<file path="config.mk">
export PLATFORM = sky130hd
export DESIGN_NAME = rice_encoder_byte_packer_unit
export DESIGN_NICKNAME = d
export VERILOG_FILES = /design/src/rtl/core/rcbp_pkg.sv /design/src/rtl/core/rcbp_front.sv /design/src/rtl/core/rcbp_queue.sv /design/src/rtl/core/rcbp_back.sv /design/src/rtl/core/rice_encoder_byte_packer_unit.sv
export SDC_FILE = /design/constraint.sdc
export NUM_CORES = 1
export LEC_CHECK = 0
export BUFFER_PORTS_ARGS = -buffer_cell sky130_fd_sc_hd__buf_4
export CAP_MARGIN = 10
export CORE_ASPECT_RATIO = 0.5
export CORE_UTILIZATION = 56
export DETAILED_ROUTE_END_ITERATION = 12
export HOLD_SLACK_MARGIN = 0.08
export PLACE_DENSITY_LB_ADDON = 0.12
export SLEW_MARGIN = 15
export SYNTH_ARGS = -nofsm -noshare
export SYNTH_HDL_FRONTEND = slang
export SYNTH_SLANG_ARGS = --single-unit
</file>
<file path="constraint.sdc">
create_clock -name clk -period 4.5 [get_ports clk]
set_input_delay 0.675 -clock clk [delete_from_list [all_inputs] [get_ports clk]]
set_output_delay 0.675 -clock clk [all_outputs]
set_load 0.02 [all_outputs]
</file>
<file path="src/rtl/core/rcbp_pkg.sv">
// ----------------------------------------------------------------------------
// rcbp_pkg
// Shared types and constants of the Rice encoder and byte packer.
// ----------------------------------------------------------------------------
package rcbp_pkg;

  localparam int VALUE_FIELD_W = 32;
  localparam int VALUE_WIDTH   = 32;
  localparam logic [VALUE_FIELD_W-1:0] VALUE_MASK =
    (VALUE_WIDTH >= VALUE_FIELD_W) ? '1 : VALUE_FIELD_W'((64'd1 << VALUE_WIDTH) - 64'd1);

  localparam int DEF_MAX_QUOTIENT = 255;
  localparam int QUEUE_DEPTH      = 2;

  localparam int          K_W     = 5;
  localparam logic [4:0]  K_RESET = 5'd6;
  localparam logic [4:0]  K_MIN   = 5'd1;
  localparam logic [4:0]  K_MAX   = 5'd16;

  localparam int TAIL_W = 17;
  localparam int TLEN_W = 5;

  localparam logic OP_ENCODE  = 1'b0;
  localparam logic OP_FLUSH   = 1'b1;
  localparam logic KIND_BYTE  = 1'b0;
  localparam logic KIND_ERROR = 1'b1;

  typedef enum logic [1:0] {
    CMD_ENCODE,
    CMD_FLUSH,
    CMD_ERROR
  } cmd_kind_t;

  typedef struct packed {
    cmd_kind_t           kind;
    logic [TAIL_W-1:0]   tail;
    logic [TLEN_W-1:0]   tlen;
  } cmd_t;

endpackage

</file>
<file path="src/rtl/core/rcbp_front.sv">
// ----------------------------------------------------------------------------
// rcbp_front
// Holds the divisor exponent and turns each input beat into a command.
// ----------------------------------------------------------------------------
module rcbp_front #(
  parameter int MAX_QUOTIENT = rcbp_pkg::DEF_MAX_QUOTIENT,
  parameter int QW           = $clog2(MAX_QUOTIENT + 1)
) (
  input  logic                               clk,
  input  logic                               rst_n,
  input  logic                               cfg_valid,
  output logic                               cfg_ready,
  input  logic [rcbp_pkg::K_W-1:0]           cfg_data,
  input  logic                               in_op,
  input  logic [rcbp_pkg::VALUE_FIELD_W-1:0] in_value,
  output rcbp_pkg::cmd_t                     cmd,
  output logic [QW-1:0]                      cmd_quot
);

  logic [rcbp_pkg::K_W-1:0]           k_r;
  logic [rcbp_pkg::K_W-1:0]           k_nxt;
  logic [rcbp_pkg::K_W-1:0]           k_eff;
  logic [rcbp_pkg::VALUE_FIELD_W-1:0] value_m;
  logic [rcbp_pkg::VALUE_FIELD_W-1:0] quot;
  logic [rcbp_pkg::VALUE_FIELD_W-1:0] rem_mask;

  assign cfg_ready = 1'b1;
  assign k_nxt     = cfg_valid ? cfg_data : k_r;

  always_ff @(posedge clk) begin
    if (!rst_n) begin
      k_r <= rcbp_pkg::K_RESET;
    end else begin
      k_r <= k_nxt;
    end
  end

  always_comb begin
    if (k_r < rcbp_pkg::K_MIN) begin
      k_eff = rcbp_pkg::K_MIN;
    end else if (k_r > rcbp_pkg::K_MAX) begin
      k_eff = rcbp_pkg::K_MAX;
    end else begin
      k_eff = k_r;
    end
  end

  assign value_m  = in_value & rcbp_pkg::VALUE_MASK;
  assign quot     = value_m >> k_eff;
  assign rem_mask = (rcbp_pkg::VALUE_FIELD_W'(1) << k_eff) - rcbp_pkg::VALUE_FIELD_W'(1);
  assign cmd_quot = QW'(quot);

  always_comb begin
    cmd.tail = rcbp_pkg::TAIL_W'(value_m & rem_mask);
    cmd.tlen = k_eff + rcbp_pkg::TLEN_W'(1);
    if (in_op == rcbp_pkg::OP_FLUSH) begin
      cmd.kind = rcbp_pkg::CMD_FLUSH;
    end else if (quot > rcbp_pkg::VALUE_FIELD_W'(MAX_QUOTIENT)) begin
      cmd.kind = rcbp_pkg::CMD_ERROR;
    end else begin
      cmd.kind = rcbp_pkg::CMD_ENCODE;
    end
  end

endmodule

</file>
<file path="src/rtl/core/rcbp_queue.sv">
// ----------------------------------------------------------------------------
// rcbp_queue
// Small command queue between the front and the back.
// ----------------------------------------------------------------------------
module rcbp_queue #(
  parameter int WIDTH = 8,
  parameter int DEPTH = rcbp_pkg::QUEUE_DEPTH
) (
  input  logic             clk,
  input  logic             rst_n,
  input  logic             push,
  input  logic [WIDTH-1:0] push_data,
  input  logic             pop,
  output logic [WIDTH-1:0] head,
  output logic             full,
  output logic             empty
);

  localparam int PW = (DEPTH > 1) ? $clog2(DEPTH) : 1;
  localparam int LW = $clog2(DEPTH + 1);

  logic [WIDTH-1:0] mem_r [DEPTH];
  logic [PW-1:0]    wr_ptr_r;
  logic [PW-1:0]    wr_ptr_nxt;
  logic [PW-1:0]    rd_ptr_r;
  logic [PW-1:0]    rd_ptr_nxt;
  logic [LW-1:0]    level_r;
  logic [LW-1:0]    level_nxt;

  assign full  = (level_r == LW'(DEPTH));
  assign empty = (level_r == '0);
  assign head  = mem_r[rd_ptr_r];

  always_comb begin
    wr_ptr_nxt = wr_ptr_r;
    rd_ptr_nxt = rd_ptr_r;
    level_nxt  = level_r;
    if (push) begin
      wr_ptr_nxt = (wr_ptr_r == PW'(DEPTH - 1)) ? '0 : wr_ptr_r + PW'(1);
    end
    if (pop) begin
      rd_ptr_nxt = (rd_ptr_r == PW'(DEPTH - 1)) ? '0 : rd_ptr_r + PW'(1);
    end
    if (push && !pop) begin
      level_nxt = level_r + LW'(1);
    end else if (pop && !push) begin
      level_nxt = level_r - LW'(1);
    end
  end

  always_ff @(posedge clk) begin
    if (!rst_n) begin
      wr_ptr_r <= '0;
      rd_ptr_r <= '0;
      level_r  <= '0;
    end else begin
      wr_ptr_r <= wr_ptr_nxt;
      rd_ptr_r <= rd_ptr_nxt;
      level_r  <= level_nxt;
    end
  end

  always_ff @(posedge clk) begin
    if (push) begin
      mem_r[wr_ptr_r] <= push_data;
    end
  end

endmodule

</file>
<file path="src/rtl/core/rcbp_back.sv">
// ----------------------------------------------------------------------------
// rcbp_back
// Writes the code bits of each command into the pending byte, up to a whole
// byte per cycle when the output register is free, and holds that register.
// ----------------------------------------------------------------------------
module rcbp_back #(
  parameter int QW = 8
) (
  input  logic           clk,
  input  logic           rst_n,
  input  logic           cmd_valid,
  input  rcbp_pkg::cmd_t cmd,
  input  logic [QW-1:0]  cmd_quot,
  output logic           cmd_pop,
  output logic           out_tvalid,
  input  logic           out_tready,
  output logic [7:0]     out_tdata,
  output logic           out_tuser,
  output logic           out_tlast
);

  localparam int SW = ((QW > rcbp_pkg::TLEN_W) ? QW : rcbp_pkg::TLEN_W) + 1;

  typedef enum logic [1:0] {
    S_IDLE,
    S_ONES,
    S_TAIL
  } state_t;

  state_t                      state_r,   state_nxt;
  logic [QW-1:0]               q_left_r,  q_left_nxt;
  logic [rcbp_pkg::TAIL_W-1:0] tail_r,    tail_nxt;
  logic [rcbp_pkg::TLEN_W-1:0] t_left_r,  t_left_nxt;
  logic [7:0]                  pend_r,    pend_nxt;
  logic [2:0]                  cnt_r,     cnt_nxt;
  logic                        out_valid_r, out_valid_nxt;
  logic [7:0]                  out_byte_r,  out_byte_nxt;
  logic                        out_kind_r,  out_kind_nxt;
  logic                        out_last_r,  out_last_nxt;

  logic                        out_free;
  logic [3:0]                  avail;
  logic [3:0]                  n;
  logic [7:0]                  nmask;
  logic [7:0]                  chunk;
  logic [15:0]                 acc;
  logic [3:0]                  sum_cnt;
  logic [QW-1:0]               q_after;
  logic [rcbp_pkg::TLEN_W-1:0] t_after;
  logic [SW-1:0]               rest;
  logic                        chunk_last;

  assign out_free = !out_valid_r || out_tready;
  assign avail    = 4'd8 - {1'b0, cnt_r};

  always_comb begin
    if (state_r == S_ONES) begin
      n = (SW'(q_left_r) < SW'(avail)) ? 4'(q_left_r) : avail;
    end else begin
      n = (SW'(t_left_r) < SW'(avail)) ? 4'(t_left_r) : avail;
    end
  end

  assign nmask = 8'((9'd1 << n) - 9'd1);

  always_comb begin
    if (state_r == S_ONES) begin
      chunk   = nmask;
      q_after = q_left_r - QW'(n);
      t_after = t_left_r;
    end else begin
      chunk   = 8'(tail_r >> (t_left_r - rcbp_pkg::TLEN_W'(n))) & nmask;
      q_after = q_left_r;
      t_after = t_left_r - rcbp_pkg::TLEN_W'(n);
    end
  end

  assign acc        = ({8'b0, pend_r} << n) | {8'b0, chunk};
  assign sum_cnt    = {1'b0, cnt_r} + n;
  assign rest       = SW'(q_after) + SW'(t_after);
  assign chunk_last = (rest < SW'(8));

  always_comb begin
    state_nxt     = state_r;
    q_left_nxt    = q_left_r;
    tail_nxt      = tail_r;
    t_left_nxt    = t_left_r;
    pend_nxt      = pend_r;
    cnt_nxt       = cnt_r;
    out_valid_nxt = out_tready ? 1'b0 : out_valid_r;
    out_byte_nxt  = out_byte_r;
    out_kind_nxt  = out_kind_r;
    out_last_nxt  = out_last_r;
    cmd_pop       = 1'b0;
    unique case (state_r)
      S_IDLE: begin
        if (cmd_valid && out_free) begin
          cmd_pop = 1'b1;
          case (cmd.kind)
            rcbp_pkg::CMD_ERROR: begin
              out_valid_nxt = 1'b1;
              out_byte_nxt  = 8'd0;
              out_kind_nxt  = rcbp_pkg::KIND_ERROR;
              out_last_nxt  = 1'b1;
            end
            rcbp_pkg::CMD_FLUSH: begin
              if (cnt_r != 3'd0) begin
                out_valid_nxt = 1'b1;
                out_byte_nxt  = 8'(pend_r << (4'd8 - {1'b0, cnt_r}));
                out_kind_nxt  = rcbp_pkg::KIND_BYTE;
                out_last_nxt  = 1'b1;
              end
              pend_nxt = 8'd0;
              cnt_nxt  = 3'd0;
            end
            default: begin
              q_left_nxt = cmd_quot;
              tail_nxt   = cmd.tail;
              t_left_nxt = cmd.tlen;
              state_nxt  = (cmd_quot == '0) ? S_TAIL : S_ONES;
            end
          endcase
        end
      end
      S_ONES, S_TAIL: begin
        if (out_free) begin
          if (sum_cnt == 4'd8) begin
            out_valid_nxt = 1'b1;
            out_byte_nxt  = acc[7:0];
            out_kind_nxt  = rcbp_pkg::KIND_BYTE;
            out_last_nxt  = chunk_last;
            pend_nxt      = 8'd0;
            cnt_nxt       = 3'd0;
          end else begin
            pend_nxt = acc[7:0];
            cnt_nxt  = sum_cnt[2:0];
          end
          q_left_nxt = q_after;
          t_left_nxt = t_after;
          if (state_r == S_ONES) begin
            state_nxt = (q_after == '0) ? S_TAIL : S_ONES;
          end else begin
            state_nxt = (t_after == '0) ? S_IDLE : S_TAIL;
          end
        end
      end
      default: begin
        state_nxt = S_IDLE;
      end
    endcase
  end

  always_ff @(posedge clk) begin
    if (!rst_n) begin
      state_r     <= S_IDLE;
      pend_r      <= 8'd0;
      cnt_r       <= 3'd0;
      out_valid_r <= 1'b0;
    end else begin
      state_r     <= state_nxt;
      pend_r      <= pend_nxt;
      cnt_r       <= cnt_nxt;
      out_valid_r <= out_valid_nxt;
    end
    q_left_r   <= q_left_nxt;
    tail_r     <= tail_nxt;
    t_left_r   <= t_left_nxt;
    out_byte_r <= out_byte_nxt;
    out_kind_r <= out_kind_nxt;
    out_last_r <= out_last_nxt;
  end

  assign out_tvalid = out_valid_r;
  assign out_tdata  = out_byte_r;
  assign out_tuser  = out_kind_r;
  assign out_tlast  = out_last_r;

endmodule

</file>
<file path="src/rtl/core/rice_encoder_byte_packer_unit.sv">
// ----------------------------------------------------------------------------
// rice_encoder_byte_packer_unit
// Golomb-Rice encoder with a power-of-two divisor and MSB-first byte packing.
//
//   Channel  Direction  Beat contents
//   in_      slave      tuser = op, tdata = value
//   out_     master     tuser = kind, tdata = packed byte, tlast = last
//   cfg_     slave      cfg_data = log2_divisor
//
// The back end takes an encode beat, then writes q unary ones when q is nonzero,
// then the k + 1 bits of the terminating zero and the remainder, after the p
// bits pending; flush and error beats end when taken. Every back end step waits on
// a full output register. Reset is synchronous, clears the queue, the pending
// bits and the output register, and sets k to 6. A two-entry queue keeps the
// input taking beats while the back waits.
// ----------------------------------------------------------------------------
module rice_encoder_byte_packer_unit #(
  parameter int MAX_QUOTIENT = rcbp_pkg::DEF_MAX_QUOTIENT,
  parameter int QUEUE_DEPTH  = rcbp_pkg::QUEUE_DEPTH
) (
  input  logic                               clk,
  input  logic                               rst_n,
  input  logic                               cfg_valid,
  output logic                               cfg_ready,
  input  logic [rcbp_pkg::K_W-1:0]           cfg_data,
  input  logic                               in_tvalid,
  output logic                               in_tready,
  input  logic [rcbp_pkg::VALUE_FIELD_W-1:0] in_tdata,   // [31:0] value
  input  logic                               in_tuser,   // [0] op
  output logic                               out_tvalid,
  input  logic                               out_tready,
  output logic [7:0]                         out_tdata,  // [7:0] out_byte
  output logic                               out_tuser,  // [0] kind
  output logic                               out_tlast
);

  localparam int QW = $clog2(MAX_QUOTIENT + 1);
  localparam int CW = $bits(rcbp_pkg::cmd_t) + QW;

  rcbp_pkg::cmd_t front_cmd;
  rcbp_pkg::cmd_t back_cmd;
  logic [QW-1:0]  front_quot;
  logic [QW-1:0]  back_quot;
  logic [CW-1:0]  q_head;
  logic           q_push;
  logic           q_pop;
  logic           q_full;
  logic           q_empty;

  assign in_tready = !q_full;
  assign q_push    = in_tvalid && in_tready;

  rcbp_front #(
    .MAX_QUOTIENT(MAX_QUOTIENT),
    .QW          (QW)
  ) u_front (
    .clk      (clk),
    .rst_n    (rst_n),
    .cfg_valid(cfg_valid),
    .cfg_ready(cfg_ready),
    .cfg_data (cfg_data),
    .in_op    (in_tuser),
    .in_value (in_tdata),
    .cmd      (front_cmd),
    .cmd_quot (front_quot)
  );

  rcbp_queue #(
    .WIDTH(CW),
    .DEPTH(QUEUE_DEPTH)
  ) u_queue (
    .clk      (clk),
    .rst_n    (rst_n),
    .push     (q_push),
    .push_data({front_quot, front_cmd}),
    .pop      (q_pop),
    .head     (q_head),
    .full     (q_full),
    .empty    (q_empty)
  );

  assign back_cmd  = rcbp_pkg::cmd_t'(q_head[$bits(rcbp_pkg::cmd_t)-1:0]);
  assign back_quot = q_head[CW-1:$bits(rcbp_pkg::cmd_t)];

  rcbp_back #(
    .QW(QW)
  ) u_back (
    .clk       (clk),
    .rst_n     (rst_n),
    .cmd_valid (!q_empty),
    .cmd       (back_cmd),
    .cmd_quot  (back_quot),
    .cmd_pop   (q_pop),
    .out_tvalid(out_tvalid),
    .out_tready(out_tready),
    .out_tdata (out_tdata),
    .out_tuser (out_tuser),
    .out_tlast (out_tlast)
  );

  a_error_shape: assert property (@(posedge clk) disable iff (!rst_n)
    (out_tvalid && out_tuser == rcbp_pkg::KIND_ERROR) |-> (out_tlast && out_tdata == 8'd0))
    else $error("error result without last or with nonzero byte");

  a_pop_nonempty: assert property (@(posedge clk) disable iff (!rst_n)
    q_pop |-> !q_empty)
    else $error("command popped from an empty queue");

  a_reset_clear: assert property (@(posedge clk)
    !rst_n |=> (!out_tvalid && in_tready))
    else $error("outputs not cleared by reset");

endmodule
</file>
## Yosys cells after proc, flatten, opt, wreduce, memory -nomap -nowiden

Memories as Yosys holds them, arrays and structs flattened. A register that Yosys moved wholly into a read port is not among the register bits.
Cells that the tools add are included.

| word-level totals | value |
|---|---|
| register bits | 63 |
| latch bits | 0 |
| RAM bits | 64 |
| ROM bits | 0 |
| input port bits | 43 |
| output and inout port bits | 13 |
| logic and storage cells | 152 |
| memories kept | 1 |

Memories:

| name | words | bits a word | read ports | clocked after Yosys merged registers in | write ports | line | text |
|---|---|---|---|---|---|---|---|
| u_queue.mem_r | 2 | 32 | 1 | 1 | 1 | rcbp_queue.sv:22 | `logic [WIDTH-1:0] mem_r [DEPTH];` |

| cells by class | value |
|---|---|
| add/subtract/negate cells | 12 |
| $mul | 0 |
| div/mod/pow operators | 0 |
| magnitude comparators | 6 |
| eq/ne operators | 13 |
| shift operators | 6 |
| multiplexer cells | 71 |
| bitwise operators | 4 |
| reduce and logical (&&, ||, !) cells | 25 |

Operators with widths:

| kind | number |
|---|---|
| 2-to-1 mux 8 bit | 13 |
| one-hot mux 8 bit (2 select lines) | 4 |
| greater-than comparator 32 x 8 -> 1 bit (second input constant) | 1 |
| right shift 32 x 5 -> 32 bit | 1 |
| 2-to-1 mux 5 bit | 6 |
| 2-to-1 mux 2 bit | 11 |
| 2-to-1 mux 1 bit | 21 |
| bitwise AND 17 bit | 1 |
| left shift 1 x 5 -> 17 bit (first input constant) | 1 |
| right shift 17 x 5 -> 8 bit | 1 |
| subtractor 17 x 2 -> 17 bit (second input constant) | 1 |
| logical NOT 8 bit | 2 |
| left shift 8 x 4 -> 8 bit | 2 |
| 2-to-1 mux 3 bit | 4 |
| 2-to-1 mux 4 bit | 3 |
| one-hot mux 1 bit (2 select lines) | 6 |
| one-hot mux 5 bit (2 select lines) | 1 |
| adder 8 x 5 -> 9 bit | 1 |
| < comparator 9 x 4 -> 1 bit (second input constant) | 1 |
| bitwise AND 8 bit | 1 |
| < comparator 8 x 4 -> 1 bit | 1 |
| bitwise OR 8 bit | 1 |
| AND reduction 4 bit | 2 |
| left shift 1 x 4 -> 8 bit (first input constant) | 1 |
| 32 further kinds | 50 |

## Logic depth before layout (Yosys ltp)

Gate-level depths: netlist of the first run.

| depth | value |
|---|---|
| depth after elaboration | 12 |
| depth in mapped cells | 22 |

## By module

A second synthesis of the first run with hierarchy kept.

| second synthesis, totals | value |
|---|---|
| cells, all modules | 1,084 |
| area, all modules | 10,314.9 um^2 |

Modules (own cells, without submodules):

| module | instances | cells an instance | area an instance (um^2) | sequential area each (um^2) |
|---|---|---|---|---|
| rcbp_back | 1 | 593 | 5,139.9 | 1,481.4 |
| rcbp_front | 1 | 366 | 2,632.5 | 100.1 |
| rcbp_queue | 1 | 122 | 2,528.7 | 2,021.9 |
| rice_encoder_byte_packer_unit | 1 | 3 | 13.8 | 0.0 |

## Least setup slack after synthesis of the first run

Ideal clock, no wire load.

| path | value |
|---|---|
| path type | register to register |
| from | register u_back.cnt_r[0] |
| to | register u_back.out_byte_r[0], in the netlist u_back.out_tdata[0], data pin |
| arrival | 4,688 ps |
| data required time | 4,243 ps |
| slack | -445 ps |
| cell stages (with the launch flop) | 20 |
| buffers on the path | 4 |
| clock period less this slack | 4,945 ps |
| path through | dfxtp_1 buf_4 clkinv_1 ha_1 ha_1 buf_4 nand2b_4 and4_4 nor4_2 o31a_1 clkbuf_1 xnor2_1 ha_1 clkbuf_1 mux2_2 o21a_1 mux2_1 mux2i_1 o21ai_1 a32o_1 |

| between the ends | value |
|---|---|
| cells in the longest elaborated chain, start to end | 12 |

Ends and longest elaborated chain:

| item | line | text |
|---|---|---|
| start: declaration | rcbp_back.sv:35 | `logic [2:0] cnt_r, cnt_nxt;` |
| start signal: assignment | rcbp_back.sv:162 | `cnt_r <= cnt_nxt;` |
| subtractor 4 x 3 -> 4 bit (*) | rcbp_back.sv:54, rcbp_back.sv:109 |  |
| < comparator 8 x 4 -> 1 bit / < comparator 5 x 4 -> 1 bit (equally long branches) | rcbp_back.sv:58, rcbp_back.sv:60 |  |
| 2-to-1 mux 4 bit, on equally long branches | rcbp_back.sv:58, rcbp_back.sv:60 |  |
| 2-to-1 mux 4 bit | rcbp_back.sv:57 | `if (state_r == S_ONES) begin` |
| subtractor 5 x 4 -> 5 bit / left shift 1 x 4 -> 8 bit (equally long branches) | rcbp_back.sv:72, rcbp_back.sv:64 |  |
| right shift 17 x 5 -> 8 bit / subtractor 8 x 1 -> 8 bit (equally long branches) | rcbp_back.sv:72, rcbp_back.sv:64 |  |
| bitwise AND 8 bit | rcbp_back.sv:72 | `chunk = 8'(tail_r >> (t_left_r - rcbp_pkg::TLEN_W'(n))) & nmask;` |
| 2-to-1 mux 8 bit | rcbp_back.sv:67 | `if (state_r == S_ONES) begin` |
| bitwise OR 8 bit | rcbp_back.sv:78 | `assign acc = ({8'b0, pend_r} << n) \| {8'b0, chunk};` |
| 2-to-1 mux 8 bit | rcbp_back.sv:127 | `if (sum_cnt == 4'd8) begin` |
| 2-to-1 mux 8 bit | rcbp_back.sv:126 | `if (out_free) begin` |
| one-hot mux 8 bit (2 select lines) (*) | rcbp_back.sv:95 | `unique case (state_r)` |
| via u_back.out_byte_nxt[0] | rcbp_back.sv:37 | `logic [7:0] out_byte_r, out_byte_nxt;` |
| end signal: assignment | rcbp_back.sv:168 | `out_byte_r <= out_byte_nxt;` |
| end: declaration | rcbp_back.sv:37 |  |

The timed path passes the listed nets; every way through them passes the cells marked *. The select of a mux whose other input is x is not followed.
A chain may end at the register's enable or synchronous reset.

## Worst setup path after layout of the first run

| path | value |
|---|---|
| from | register u_back.cnt_r[0] |
| to | register u_back.out_byte_r[2], in the netlist u_back.out_tdata[2], data pin |

Same word-level chain as after synthesis.

==> reports/results.tsv, run 1 <==
metric	value	unit
EDFF count, synth	104	
DRT Pass-1 Iters	5	
Final Cycle Share	95.0	%
Hold EP	u_front.k_r[1]	
Max-cap violations	0	
RD Place Congestion	0.954	
Synth Area in Adders	3.99	%
Die X	185	µm
post-synthesis sequential area ratio	38.6	%
Clock Latency Late Sink	0.43	ns
post-route minimum period	4.27	ns
Final Skew	0.0194	ns
via count of the first global-routing pass	7547	
CTS tree	done	
Max Slew Vio Count	0	
area grow syn2layout	19.0	%
core area	15900	µm²
fraction of registers with async set/reset	0	%
Die Height	93.3	µm
Final Routed Wirelength	26000	µm
Worst-Margin Slew	0.795	ns
1st-iter DRT viols	780	
CTS Buf Count	17	
grt total ovfl	0	
number of diodes	0	
reg2reg start	u_back.cnt_r[0]	
Clock Tree Root	clkbuf_16	
Synth Flop Type	edfxtp_1	
Mapped Cells	977	
post-synthesis compound-gate area fraction	19.1	%
FILL cells	1189	
Residual DRC	0	
count of different cell masters after synthesis	97	
kind of cell adding the most delay to the critical path	compound AO/OA/AOI/OAI gates	
CP most frequent cell	ha_4	
# clock sinks	128	
Final nets	1135	
hold_buf cts	0	
CTS max path bufs	2	
worst r2r dst	u_back.out_tdata[2]	
Hold Path Cell Cnt	3	
Mapped Nets	1049	
share of cells above drive strength 1	23.9	%
Routed WL per cell	20.1	µm
Reg2Reg Depth	18	
final design utilization	70.1	%
vias	8139	
I/O Buffers	54	
crit path DAT	4.44	ns
critical path's slowest cell	a222oi_1	
placed cell count	1257	
outcome	finished, final reports clean	
main combinational cell family by area after synthesis	compound AO/OA/AOI/OAI gates	
clock-pin transition on the worst setup and hold timing paths	0.07	ns
mux cell area share after synthesis	14.8	%
first-pass GRT wire length	40900	µm
row count	32	
RSZ-0062 raised after global routing	no	
Worst Setup End Kind	flip-flop	
simple-gate share of the synthesized area	16.4	%
most frequent cells in the layout	buf_4 (122), edfxtp_1 (104), nand2_1 (103)	
post-synthesis instance area	9340	µm²
die area	17200	µm²
hold wc startpoint	cfg_data[1]	
Critical Path Fanout Max	6	
Synth area leader	edfxtp_1	
largest net degree at the start of global routing	40	
setup violators final	0	
Finished Cell Area	11100	µm²
YS warnings	0	
Req. time, crit path	4.67	ns
Synth Register Bits	128	
Worst path max stage delay	0.42	ns
Setup TNS	0	ns
top post-synthesis cells by area	edfxtp_1 (33%), mux2i_1 (9.3%), dfxtp_1 (5.1%)	
Post-Synth XOR/XNOR Area	2.91	%
initial antenna violation count	0	
crit path launch type	flip-flop	
H-tree levels	4	
CP Cell Sequence	nor3_4 > inv_4 > ha_4 > nor4_4 > nand3_2 > buf_4 > a31oi_4 > o311ai_4 > inv_2 > ha_1 > inv_1 > ha_4 > mux2_2 > a22o_1 > mux2i_2 > mux2i_1 > a222oi_1 > o21ai_1	
most common cell after layout, fill and taps aside	buf_4	
Vias/cell	6.28	
share of the synthesized area in the top cell type	33.4	%
kind of critical path	reg -> reg	
Final Instance Count excl. Fillers	1297	
worst relative slew slack	47.0	%
Final Hold Viols	0	
post-route ant nets	0	
Global Route Usage Sum	31.4	%
highest clock rate	0.234	GHz
Worst R2R Setup Slack	0.23	ns
Initial Util	58.9	%
Hold/Removal Path Class	in -> reg	
dpl cell area	10300	µm²
DP Wirelength	19400	µm
Ports	56	
CP bufs+invs	4	
syn avg cell area	9.56	µm²
[metal layers]
layer | up-vias | GRT usage (%) | wire, µm
met5 | - | 0 | 0
met4 | 0 | 8.75 | 494
met3 | 40 | 6.81 | 2280
met2 | 410 | 45.7 | 10900
met1 | 3880 | 46.7 | 12300
li1 | 3809 | - | -
[registers in the layout, indices dropped and copies added (netlist names), named ones only]
| register | cells |
|---|---|
| u_back.cnt_r | 3 |
| u_back.out_tdata | 8 |
| u_back.out_tlast | 1 |
| u_back.out_tuser | 1 |
| u_back.out_tvalid | 1 |
| u_back.pend_r | 8 |
| u_back.q_left_r | 8 |
| u_back.state_r | 2 |
| u_back.t_left_r | 5 |
| u_back.tail_r | 17 |
| u_front.k_r | 5 |
| u_queue.level_r | 2 |
| u_queue.mem_r | 64 |
| u_queue.rd_ptr_r | 1 |
| u_queue.wr_ptr_r | 1 |
[worst max-delay path by stage]
stage | from | to | slack (ns) | cells after the start
2_1_floorplan | u_back.cnt_r[0] | u_back.out_tlast | 0.02 | 20
3_3_place_gp | u_back.cnt_r[2] | u_back.out_tdata[5] | 0.01 | 18
3_5_place_dp | u_back.cnt_r[1] | u_back.out_tdata[5] | -0.02 | 19
4_1_cts | u_back.cnt_r[1] | u_back.out_tdata[5] | 0.01 | 19
5_1_grt | u_back.cnt_r[0] | u_back.out_tlast | 0.02 | 19
6_report | u_back.cnt_r[0] | u_back.out_tdata[2] | 0.23 | 18
[per-stage QoR]
stage | setup slack [ns] | hold slack (ns)
3_5_place_dp | -0.0213 | 0.522
4_1_cts | 0.0104 | 0.456
2_1_floorplan | 0.0158 | 0.448
5_1_grt | 0.0160 | 0.453
6_report | 0.226 | 0.469
3_3_place_gp | 0.0100 | 0.488
[cells in the mapped netlist, types with 15 or more instances]
master / number
ha_1: 29
mux2_2: 31
xnor2_1: 17
and2_1: 15
nand3_1: 23
inv_1: 34
nand2_1: 103
edfxtp_1: 104
nor2b_1: 16
o21ai_0: 58
a21oi_1: 46
a211oi_1: 21
mux2i_1: 87
dfxtp_1: 24
nor2_1: 66
nor3_1: 28
clkbuf_1: 40
[worst min-delay path, stage by stage]
cell     delay [ns]
buf_4          0.07
mux2i_1        0.05
nand2_1        0.06
[layout make-up]
type	instances	area, µm²	share of cell area [%]
inverters	39	154	1.38
flip-flops and latches	128	3610	32.4
well taps	221	277	2.49
repair buffers	126	978	8.80
multi-input cells	751	5510	49.5
clock buffers	17	425	3.83
clock inverters	15	175	1.58
[cells by family (layout without fill, tap and decap cells)]
logic type      count (synthesis)  after routing
simple gates                  310            310
compound gates                256            256
flops                         128            128
mux                           126            126
buf+inv                        98            197
fa+ha+maj                      30             30
xor+xnor                       28             28
other cells                     1              1
[repair_timing]
| action | CTS | global route |
|---|---|---|
| pin swaps | 2 | 14 |
| endpoints found under the setup margin | 2 | 16 |
| buffers inserted | 2 | 6 |
| gates resized for setup | 2 | 17 |
| gates cloned | 0 | 0 |
Power of run 1 is left out: the tool's default activity adds up to more than one toggle a clock period on the data nets, which glitch-free logic cannot reach.
==> run 2, diff against run 1 <==
--- a/config.mk
+++ b/config.mk
@@ -10,3 +10,3 @@
 export CORE_ASPECT_RATIO = 0.5
-export CORE_UTILIZATION = 56
+export CORE_UTILIZATION = 25
 export DETAILED_ROUTE_END_ITERATION = 12
--- a/constraint.sdc
+++ b/constraint.sdc
@@ -3,2 +3,2 @@
 set_output_delay 0.675 -clock clk [all_outputs]
-set_load 0.02 [all_outputs]
+set_load 0.1 [all_outputs]
==> reports/results.tsv, run 2 (same netlist as run 1, synthesis figures left out) <==
metric	value	unit
outcome	finished, final reports clean	
initial antenna violation count	0	
1st-iter DRT viols	595	
clock-pin transition on the worst setup and hold timing paths	0.06	ns
vias	7881	
DRT Pass-1 Iters	5	
Final Cycle Share	95.6	%
share of cells above drive strength 1	25.5	%
crit path DAT	4.56	ns
Max Slew Vio Count	0	
row count	49	
Routed WL per cell	18.9	µm
RSZ-0062 raised after global routing	yes	
Clock Tree Root	clkbuf_16	
CTS max path bufs	2	
Global Route Usage Sum	15.8	%
Initial Util	25.7	%
worst relative slew slack	57.1	%
Final Hold Viols	0	
Max-cap violations	0	
Critical Path Fanout Max	5	
Die X	275	µm
H-tree levels	4	
DP Wirelength	23400	µm
highest clock rate	0.233	GHz
dpl cell area	10900	µm²
Residual DRC	0	
largest net degree at the start of global routing	36	
kind of critical path	reg -> reg	
core area	36400	µm²
hold_buf cts	0	
post-route ant nets	0	
Final Routed Wirelength	30000	µm
Req. time, crit path	4.76	ns
max reg flops	64	
Vias/cell	4.98	
I/O Buffers	54	
Final Skew	0.0103	ns
crit path from	u_back.cnt_r[0]	
first-pass GRT wire length	45900	µm
CTS Buf Count	17	
Worst-Margin Slew	0.643	ns
via count of the first global-routing pass	7602	
number of diodes	0	
reg2reg start	u_back.cnt_r[0]	
die area	38200	µm²
crit path launch type	flip-flop	
Hold/Removal Path Class	in -> reg	
grt total ovfl	0	
Worst Setup End Kind	flip-flop	
Die Height	139	µm
setup violators final	0	
Finished Cell Area	11600	µm²
Final nets	1159	
Clock Latency Late Sink	0.43	ns
most common cell after layout, fill and taps aside	buf_4	
area grow syn2layout	24.2	%
hold wc startpoint	cfg_data[1]	
# clock sinks	128	
post-route minimum period	4.30	ns
CTS tree	done	
most frequent cells in the layout	buf_4 (147), edfxtp_1 (104), nand2_1 (103)	
most flop-heavy register	u_queue.mem_r	
biggest regs	u_queue.mem_r x64, u_back.tail_r x17	
Ports	56	
RD Place Congestion	0.913	
## run 2: cell type report
class                      count  area (µm²)
timing repair buffer         150        1160
fill                        3751       24800
clock buffer                  21         493
inverter                      39         153
clock inverter                11         111
multi-input combinational    751        5470
sequential                   128        3610
tap                          484         606
## run 2: critical path: stages, from the launching register on
cell and delay (ns):
dfxtp_4 0.39, clkinv_4 0.06, ha_4 0.15, ha_2 0.38, nor2b_2 0.07, or3_4 0.39
a31oi_4 0.22, o311ai_4 0.13, inv_2 0.10, buf_4 0.11, ha_1 0.13, inv_1 0.04
ha_1 0.20, nor2_2 0.13, mux4_2 0.54, o221ai_2 0.12, ha_1 0.29, a21oi_2 0.17
buf_4 0.14, nor3b_1 0.17, a31oi_1 0.11, o31ai_1 0.10
## run 2: worst paths after layout
check | cells past startpoint | slack (ns) | end
min reg2reg | 2 | 0.50 | u_back.pend_r[2]
min | 3 | 0.47 | u_front.k_r[1]
max | 21 | 0.20 | u_back.out_tlast
max reg2reg | 21 | 0.20 | u_back.out_tlast
## run 2: routing by layer
| layer | global-route usage (%) | vias up | part of all wire [%] |
|---|---|---|---|
| li1 | - | 3862 | - |
| met1 | 22.5 | 3795 | 51 |
| met2 | 23.8 | 192 | 43 |
| met3 | 3.15 | 32 | 4.0 |
| met4 | 4.57 | 0 | 2.0 |
| met5 | 0 | - | 0 |
## run 2: per-stage QoR
| step | hold WS [ns] | setup WS, ns | cells | util [%] | TNS (ns) |
|---|---|---|---|---|---|
| global placement | 0.485 | -0.0712 | 1549 | 30.0 | -0.0712 |
| detailed placement | 0.482 | -0.0627 | 1549 | 30.0 | -0.0627 |
| finish | 0.470 | 0.200 | 1584 | 31.9 | 0 |
| CTS | 0.449 | 0.0258 | 1581 | 31.7 | 0 |
| global route | 0.451 | -0.0295 | 1584 | 31.9 | -0.0295 |
| floorplan | 0.448 | 0.0158 | 977 | - | 0 |
## run 2: what timing repair did
item	in CTS	in global routing
hold endpoints to repair	0	0
gates resized for setup	1	15
setup endpoints to repair	1	14
buffers inserted	0	3
pin swaps	1	6
Power of run 2 is left out for the same reason.
==> run 3, diff against run 2 <==
- clock period: 4.5 -> 4.9 ns (I/O delays scaled with it)
==> reports/results.tsv, run 3 (same netlist as run 1, synthesis figures left out) <==
metric	value	unit
Clock Tree Root	clkbuf_16	
Clock Latency Late Sink	0.43	ns
CP Cell Sequence	clkinv_1 > ha_4 > ha_2 > nand2b_4 > nand4_2 > a311oi_2 > o31a_1 > xnor2_1 > ha_1 > buf_12 > mux2_2 > a22o_1 > mux2i_2 > mux2i_1 > a222oi_1 > buf_4 > o21ai_1	
worst relative slew slack	45.9	%
RSZ-0062 raised after global routing	no	
RD Place Congestion	0.866	
first-pass GRT wire length	44900	µm
most flop-heavy register	u_queue.mem_r	
via count of the first global-routing pass	7523	
Final Skew	0.0244	ns
CTS Buf Count	17	
Setup TNS	0	ns
H-tree levels	4	
Die Height	139	µm
kind of critical path	reg -> reg	
most frequent cells in the layout	buf_4 (116), edfxtp_1 (104), nand2_1 (103)	
largest net degree at the start of global routing	40	
multi-input gate area in the final layout	5390	µm²
DP Worst Slack	0.129	ns
Final nets	1126	
Global Route Usage Sum	15.3	%
# clock sinks	128	
Worst Setup End Kind	flip-flop	
share of cells above drive strength 1	21.9	%
post-layout worst setup margin	0.281	ns
Max-cap violations	0	
Worst-Margin Slew	0.812	ns
number of diodes	0	
Die X	275	µm
Hold/Removal Path Class	reg -> reg	
crit path DAT	4.77	ns
grt total ovfl	0	
Max Slew Vio Count	0	
1st-iter DRT viols	599	
CTS max path bufs	2	
crit path launch type	flip-flop	
DP Wirelength	22400	µm
DRT Pass-1 Iters	5	
Initial Util	25.7	%
max reg flops	64	
post-route minimum period	4.62	ns
Critical Path Fanout Max	20	
CTS tree	done	
FF/Latch Area	3610	µm²
Final Routed Wirelength	28900	µm
core area	36400	µm²
critical path's slowest cell	a222oi_1	
Vias/cell	4.95	
area grow syn2layout	20.0	%
highest clock rate	0.217	GHz
Ports	56	
most common cell after layout, fill and taps aside	buf_4	
hold wc startpoint	u_back.pend_r[2]	
I/O Buffers	54	
biggest regs	u_queue.mem_r x64, u_back.tail_r x17	
initial antenna violation count	0	
Worst path max stage delay	0.42	ns
outcome	finished, final reports clean	
reg2reg start	u_back.cnt_r[0]	
die area	38200	µm²
vias	7677	
Residual DRC	0	
row count	49	
Final Hold Viols	0	
Req. time, crit path	5.05	ns
Final Cycle Share	94.3	%
post-route ant nets	0	
setup violators final	0	
crit path from	u_back.cnt_r[0]	
FILL cells	3792	
Routed WL per cell	18.7	µm
clock-pin transition on the worst setup and hold timing paths	0.07	ns
## run 3: stage by stage
step,instance area (µm²),std cells,hold WS [ns],util [%]
after floorplan,9350,977,0.448,-
after global placement,10600,1519,0.486,29.1
after CTS,11200,1551,0.511,30.7
after detailed placement,10600,1519,0.492,29.1
after global routing,11200,1551,0.509,30.8
final,11200,1551,0.513,30.8
## run 3: worst paths after layout
check	to	slack (ns)	cells past startpoint
worst max-delay path	u_back.out_tdata[2]	0.28	17
worst min-delay path	u_back.pend_r[2]	0.51	2
worst max register to register	u_back.out_tdata[2]	0.28	17
worst min register to register	u_back.pend_r[2]	0.51	2
## run 3: final cells by class
type | instances | share of cell area [%]
clock inverter | 14 | 1.25
tap | 484 | 5.40
inverter | 39 | 1.31
clock buffer | 18 | 3.83
timing repair buffer | 117 | 7.95
sequential | 128 | 32.2
multi-input combinational | 751 | 48.1
## run 3: timing repair
item | CTS | global route
endpoints found under the setup margin | 0 | 8
hold buffers | 0 | 0
buffers inserted | 0 | 0
resized for setup | 0 | 11
## run 3: per-layer routing
| layer | track usage, % | share of wire (%) | up-vias | routed length [µm] |
|---|---|---|---|---|
| met5 | 0 | 0 | - | 0 |
| met4 | 4.16 | 1.6 | 0 | 465 |
| met3 | 2.49 | 3.2 | 27 | 937 |
| met2 | 22.9 | 43 | 161 | 12500 |
| met1 | 22.6 | 52 | 3700 | 15000 |
| li1 | - | - | 3789 | - |
## run 3: critical path: cells and delay by family, from the launching register on
kind,cells,cell delay [ns]
XOR/XNOR,1,0.09
buffers and inverters,3,0.49
AND/OR/NAND/NOR,2,0.36
multiplexers,3,0.67
flip-flops,1,0.38
AO/OA/AOI/OAI,5,1.42
adder cells (fa/ha/maj),3,0.91
Power of run 3 is left out for the same reason.
